[config.mk]
export PLATFORM = sky130hd
export DESIGN_NAME = gsrb_ctrl
export DESIGN_NICKNAME = d
export VERILOG_FILES = /design/src/rtl/gsrb_pkg.sv /design/src/rtl/gsrb_ctrl.sv
export SDC_FILE = /design/constraint.sdc
export NUM_CORES = 1
export LEC_CHECK = 0
export ABC_AREA = 1
export BUFFER_PORTS_ARGS = -buffer_cell sky130_fd_sc_hd__buf_4
export CAP_MARGIN = 30
export CORE_AREA = 10 10 47 49
export CTS_CLUSTER_DIAMETER = 40
export DETAILED_ROUTE_END_ITERATION = 7
export DIE_AREA = 0 0 57 59
export MAX_ROUTING_LAYER = met4
export PLACE_DENSITY = 0.57
export SLEW_MARGIN = 20
export SYNTH_ARGS = -nofsm -noshare
export SYNTH_HDL_FRONTEND = slang
export SYNTH_SLANG_ARGS = --single-unit
[constraint.sdc]
create_clock -name clock -period 1.2 [get_ports clock]
set_input_delay 0.24 -clock clock [delete_from_list [all_inputs] [get_ports clock]]
set_output_delay 0.24 -clock clock [all_outputs]
set_load 0.03 [all_outputs]
[src/rtl/gsrb_pkg.sv]
// ----------------------------------------------------------------------------
// gsrb_pkg
// shared constants, state and interface types of the reveal bitmap block
// ----------------------------------------------------------------------------
package gsrb_pkg;

   // map geometry
   localparam int CELL_SIZE   = 16;
   localparam int MAX_CELLS_X = 256;
   localparam int MAX_CELLS_Y = 256;
   localparam int MAX_RADIUS  = 15;

   // field widths
   localparam int WORLD_WIDTH  = 16;
   localparam int RADIUS_WIDTH = 4;
   localparam int DIM_WIDTH    = 9;
   localparam int COUNT_WIDTH  = 17;
   localparam int COUNT_MAX    = (1 << COUNT_WIDTH) - 1;
   localparam int DIM_RESET    = 256;

   // bitmap storage
   localparam int BYTE_WIDTH      = 8;
   localparam int BIT_SEL_WIDTH   = $clog2(BYTE_WIDTH);
   localparam int BITMAP_BYTES    = (MAX_CELLS_X * MAX_CELLS_Y + BYTE_WIDTH - 1) / BYTE_WIDTH;
   localparam int BYTE_ADDR_WIDTH = $clog2(BITMAP_BYTES);
   localparam int POS_WIDTH       = $clog2(MAX_CELLS_X * MAX_CELLS_Y);

   // sweep arithmetic
   localparam int CELL_COORD_WIDTH = WORLD_WIDTH + 1;
   localparam int OFFSET_WIDTH     = $clog2(MAX_RADIUS + 1) + 1;
   localparam int ROW_BASE_WIDTH   = CELL_COORD_WIDTH + DIM_WIDTH + 1;

   // configuration register map
   localparam int CSR_INDEX_WIDTH = 2;
   localparam logic [CSR_INDEX_WIDTH-1:0] CSR_GRID_CELLS_X = CSR_INDEX_WIDTH'(0);
   localparam logic [CSR_INDEX_WIDTH-1:0] CSR_GRID_CELLS_Y = CSR_INDEX_WIDTH'(1);

   typedef enum logic [2:0] {
      ST_CLEAR,
      ST_IDLE,
      ST_SETUP,
      ST_SWEEP,
      ST_DRAIN,
      ST_DONE
   } state_type;

   typedef struct packed {
      logic clear_start;
      logic clear_step;
      logic accept;
      logic setup;
      logic issue;
      logic load_rsp;
   } ctrl_cmd_type;

   typedef struct packed {
      logic clear_last;
      logic sweep_last;
   } ctrl_status_type;

endpackage

[src/rtl/gsrb_ctrl.sv]
// ----------------------------------------------------------------------------
// gsrb_ctrl
// sequencer for clearing pass, square sweep and result hand-off
// ----------------------------------------------------------------------------
module gsrb_ctrl (
   input  logic                                 clock,
   input  logic                                 reset,
   input  logic                                 csr_valid,
   input  logic [gsrb_pkg::CSR_INDEX_WIDTH-1:0] csr_index,
   input  logic                                 req_valid,
   output logic                                 req_stall,
   output logic                                 rsp_valid,
   input  logic                                 rsp_stall,
   input  gsrb_pkg::ctrl_status_type            status,
   output gsrb_pkg::ctrl_cmd_type               cmd
);

   gsrb_pkg::state_type state_ff, state_in;
   logic                rsp_valid_ff, rsp_valid_in;
   logic                cfg_hit;

   // a write to a known register starts a new map
   assign cfg_hit = csr_valid && ((csr_index == gsrb_pkg::CSR_GRID_CELLS_X) ||
                                  (csr_index == gsrb_pkg::CSR_GRID_CELLS_Y));

   always_ff @(posedge clock) begin
      if (reset) begin
         state_ff     <= gsrb_pkg::ST_CLEAR;
         rsp_valid_ff <= 1'b0;
      end else begin
         state_ff     <= state_in;
         rsp_valid_ff <= rsp_valid_in;
      end
   end

   always_comb begin
      state_in = state_ff;
      cmd      = '0;
      if (cfg_hit) begin
         cmd.clear_start = 1'b1;
         state_in        = gsrb_pkg::ST_CLEAR;
      end else begin
         unique case (state_ff)
            gsrb_pkg::ST_CLEAR: begin
               cmd.clear_step = 1'b1;
               if (status.clear_last) begin
                  state_in = gsrb_pkg::ST_IDLE;
               end
            end
            gsrb_pkg::ST_IDLE: begin
               if (req_valid) begin
                  cmd.accept = 1'b1;
                  state_in   = gsrb_pkg::ST_SETUP;
               end
            end
            gsrb_pkg::ST_SETUP: begin
               cmd.setup = 1'b1;
               state_in  = gsrb_pkg::ST_SWEEP;
            end
            gsrb_pkg::ST_SWEEP: begin
               cmd.issue = 1'b1;
               if (status.sweep_last) begin
                  state_in = gsrb_pkg::ST_DRAIN;
               end
            end
            gsrb_pkg::ST_DRAIN: begin
               state_in = gsrb_pkg::ST_DONE;
            end
            gsrb_pkg::ST_DONE: begin
               if (!rsp_valid_ff || !rsp_stall) begin
                  cmd.load_rsp = 1'b1;
                  state_in     = gsrb_pkg::ST_IDLE;
               end
            end
            default: begin
               state_in = gsrb_pkg::ST_CLEAR;
            end
         endcase
      end
   end

   always_comb begin
      priority if (cmd.load_rsp) begin
         rsp_valid_in = 1'b1;
      end else if (!rsp_stall) begin
         rsp_valid_in = 1'b0;
      end else begin
         rsp_valid_in = rsp_valid_ff;
      end
   end

   assign req_stall = (state_ff != gsrb_pkg::ST_IDLE) || cfg_hit;
   assign rsp_valid = rsp_valid_ff;

endmodule

# [Yosys cells after proc, flatten, opt, wreduce, memory -nomap -nowiden]
# Cells that the tools add are included.
[op_classes] n_eq_ne=12 n_mux=16 reduce_logical=10
[op_table] cell="$pmux 3 s6" n=1
[op_table] cell="$mux 3" n=4
[op_table] cell="$mux 1" n=10
[op_table] cell="$ne 2x2->1 const B" n=4
[op_table] cell="$eq 3x2->1 const B" n=2
[op_table] cell="$eq 3x3->1 const B" n=2
[op_table] cell="$mux 5" n=1
[op_table] cell="$reduce_and 4->1" n=1
[op_table] cell="$eq 3x1->1 const B" n=1
[op_table] cell="$logic_not 3->1" n=1
[op_table] cell="$logic_or 1x1->1" n=3
[op_table] cell="$ne 3x1->1 const B" n=1
[op_table] cell="$eq 2x1->1 const B" n=1
[op_table] cell="$logic_not 1->1" n=2
[op_table] cell="$logic_not 2->1" n=1
[op_table] cell="$ne 2x1->1 const B" n=1
[op_table] cell="$reduce_or 2->1" n=1
[op_table] cell="$logic_and 1x1->1" n=1
[word_totals] reg_bits=4 output_inout_bits=8

# [Logic depth before layout (Yosys ltp)]
[depth] word_depth=6 mapped_depth=7

# [Least setup slack after synthesis]
# OpenSTA, ideal clock, no wires.
[synth_timing] kind="reg2out" from="register state_ff[0]" to="output cmd[1] in the netlist's numbering" arrival_ps=1180 required_time_ps=960 slack_ps=-220 stages_incl_launch_ff=3 path_cell_list="dfxtp_1 -> nand2_1 -> nor3_1"
[synth_rtl] item="from (decl)" line="gsrb_ctrl.sv:18" text="gsrb_pkg::state_type state_ff, state_in;"
[synth_rtl] item="from (signal assigned)" line="gsrb_ctrl.sv:28" text="state_ff <= gsrb_pkg::ST_CLEAR;"
[synth_rtl] item="from (signal assigned)" line="gsrb_ctrl.sv:31" text="state_ff <= state_in;"
[synth_rtl] item="to (decl)" line="gsrb_ctrl.sv:15" text="output gsrb_pkg::ctrl_cmd_type cmd"

==> summary.txt <==
Clocking
  – Clk Latency, worst-skew pair: 0.23 ns
  – Htree depth: 1
  – # clock sinks: 4
  – Total CTS buffers: 3
  – Worst-case clock buffer depth: 2
  – Hold-fix buffers at CTS: 0
  – CTS root buffer: clkbuf_4
  – Clk slew on worst S/H paths: 0.04 ns
  – CTS tree: built

Run status
  – Failing checks: negative setup slack
  – Outcome: finished with violations

STA
  – Minimum clock period: 1.42 ns
  – Max-slew headroom: 81.2%
  – Least-Margin Pin Slew: 0.280 ns
  – Slew Limit Fails: 0
  – Fmax: 704 MHz
  – Final worst slack: -0.221 ns
  – Setup violation total in the final timing report: 9
  – Total negative slack: -1.31 ns
  – Setup repair after global routing missed its margin: true
  – Final Hold Fails: 0
  – Tcrit/Tclk final: 118%
  – Skew final: 0.00445 ns

Logic synthesis
  – Post-synth cell types: 17
  – Cells after synthesis: 51
  – Post-synthesis mux area share: 0%
  – Area contributors post-synth: dfxtp_1 24%, nor2_2 9.5%, inv_1 9.1%
  – Mapped Nets: 60
  – Simple-gate share of the synthesized area: 43.6%
  – Compound-gate portion of the synthesized area: 11.7%
  – Largest family of logic cells by synthesized area: simple AND/OR/NAND/NOR gates
  – Register bit total from synthesis: 4
  – Synth Area in Adders: 0%
  – Biggest area consumer among synthesized cells: dfxtp_1
  – Sequential-to-total area share from yosys stat: 24.2%
  – FFs w/ async S/R, synth: 0%
  – Syn avg cell area: 6.48 um^2
  – Synth top area share: 24.2%
  – Prevailing post-synth register cell: dfxtp_1
  – Yosys warns: 0
  – Post-Synth XOR/XNOR Area: 0%
  – EDFF count, synth: 0
  – Post-synth top cells: 8 x inv_1, 8 x nand2_1, 5 x a21oi_1, 5 x nor2_2, 4 x dfxtp_1
  – Syn Std Cell Area: 330 um^2

Worst setup path
  – Worst path arrival time: 1.18 ns
  – R2r endpoint: state_ff[2]
  – CP Launch Type: flip-flop
  – Worst-path fanout max: 2
  – CP startpoint: state_ff[0]
  – Worst Reg2Reg Path Length in Cells: 9
  – Setup CP Type: flip-flop to primary output
  – R2R Path Start: state_ff[1]
  – Critical Path End: cmd[3]
  – Worst Setup End Kind: primary output
  – Worst R2R Setup Slack: -0.09 ns
  – Required @ worst endpoint: 0.96 ns

Pwr
  – Total power: 504 uW
  – Pint: 346 uW
  – Lkg Pwr: 0.000329 uW
  – PD cells: 766 nW/um^2
  – Net load switching power: 158 uW
  – Register share of total power: 28.6%
  – Switching Share: 31.4%
  – Maximum vdd drop: 0.000551 V
  – Clock network power share: 32.6%
  – Combinational Power Share: 38.8%

Global routing
  – First-pass GRT wire length: 1610 um
  – Total GRT Usage: 6.01%
  – Initial antenna violation count: 0
  – Vias in the first global route: 387
  – Largest net degree at the start of global routing: 7
  – Grt ovf: 0

Place
  – Port Buffers: 15
  – Placed insts: 89
  – Routability-driven placement congestion ratio: 0.791
  – Hpwl dp: 816 um

Run
  – Max-cap violations: 0

Route
  – Final ANT Viol Nets: 0
  – Routed vias: 421
  – DRC viols: 0
  – Drt first pass iters: 4
  – 1st-iter DRT viols: 1
  – Total Routed Length: 1050 um
  – Avg WL per Cell: 11.0 um
  – DR vias/cell: 4.39

Cells and area
  – Fillers: 146
  – Share of layout cells above drive strength 1: 71.3%
  – N_diodes: 0
  – Nets@finish: 91
  – Area Growth Syn to Fin: 99.2%
  – Post-Layout Cell Count: 96

Floorplanning
  – Starting Density: 23.6%
  – Core ar.: 1400 um^2
  – Die footprint: 3360 um^2
  – Cell Rows: 14
  – Top Ports: 17
  – Die Ht: 59 um
  – Die Width: 57 um

Hold path
  – Hold crit path type: primary input to flip-flop
worst max-delay path, stage by stage, from the launching register on:
cell,delay [ns]
dfxtp_2,0.32
inv_2,0.05
nor2_4,0.08
nand2_2,0.05
or2_4,0.24
nor2_4,0.08
buf_6,0.13
power groups by stage:
stage | sequential, uW | clock, uW | combinational, uW
detailed placement | 145 | 0 | 160
global route | 145 | 186 | 212
CTS | 144 | 175 | 177
global placement | 145 | 0 | 159
floorplan | 148 | 0 | 87.7
finish | 144 | 164 | 196
logic make-up after synthesis:
| group | after synthesis |
|---|---|
| and+or+nand+nor | 26 |
| buffers and inverters | 14 |
| DFF | 4 |
| AOI/OAI and AO/OA | 7 |
final cells by class:
class	instances	area (um^2)	area share, %
Multi-Input combinational cell	33	253	38.4
Timing Repair Buffer	29	233	35.4
Sequential cell	4	83.8	12.7
Inverter	11	46.3	7.03
Clock buffer	3	22.5	3.42
Tap cell	16	20.0	3.04
how the worst min path moves through the flow:
| stage | start | to | slack (ns) | cells past startpoint |
|---|---|---|---|---|
| after floorplan | reset | state_ff[0] | 0.40 | 3 |
| after global placement | reset | rsp_valid | 0.51 | 3 |
| after detailed placement | reset | rsp_valid | 0.51 | 3 |
| after CTS | reset | rsp_valid | 0.25 | 3 |
| after global routing | reset | rsp_valid | 0.26 | 3 |
| final | reset | rsp_valid | 0.26 | 3 |
what timing repair did:
| item | CTS | global route |
|---|---|---|
| resized for setup | 10 | 11 |
| pin swaps | 5 | 7 |
| endpoints found under the setup margin | 6 | 9 |
| buffers inserted | 3 | 2 |
layer usage:
metal	track usage, %	up-vias	share of wire, %
li1	-	218	-
met2	9.30	16	51
met5	-	-	0
met3	3.22	0	6.5
met1	6.45	187	43
met4	2.01	0	0
cell usage in the layout (no fill, tap or decap):
cell      instances
buf_4            25
nand2_1           4
a31oi_1           1
dfxtp_2           3
nor2_2            3
buf_6             4
or2_4             1
nand2_2           2
inv_2             2
clkbuf_4          3
dfxtp_1           1
nor2_4            4
nor3_4            1
nor3_2            3
nand3_2           2
inv_6             1
nand3_1           2
nand3b_1          1
nor2_1            1
nand2_4           2
inv_1             8
a21oi_1           4
o21bai_1          1
a21oi_2           1
flip-flops by register name, indices dropped and copies added (netlist names):
register and cells:
state_ff 3, rsp_valid 1
metrics by stage:
| step | area, um^2 | hold WS (ns) | util, % | worst slack, ns |
|---|---|---|---|---|
| 5_1_grt | 658 | 0.261 | 47.0 | -0.306 |
| 3_5_place_dp | 531 | 0.507 | 37.9 | -0.0575 |
| 2_1_floorplan | 349 | 0.399 | - | -0.0730 |
| 6_report | 658 | 0.264 | 47.0 | -0.221 |
| 3_3_place_gp | 531 | 0.506 | 37.9 | -0.0325 |
| 4_1_cts | 607 | 0.254 | 43.3 | -0.259 |
No activity file was read; power rests on OpenSTA's default activity.
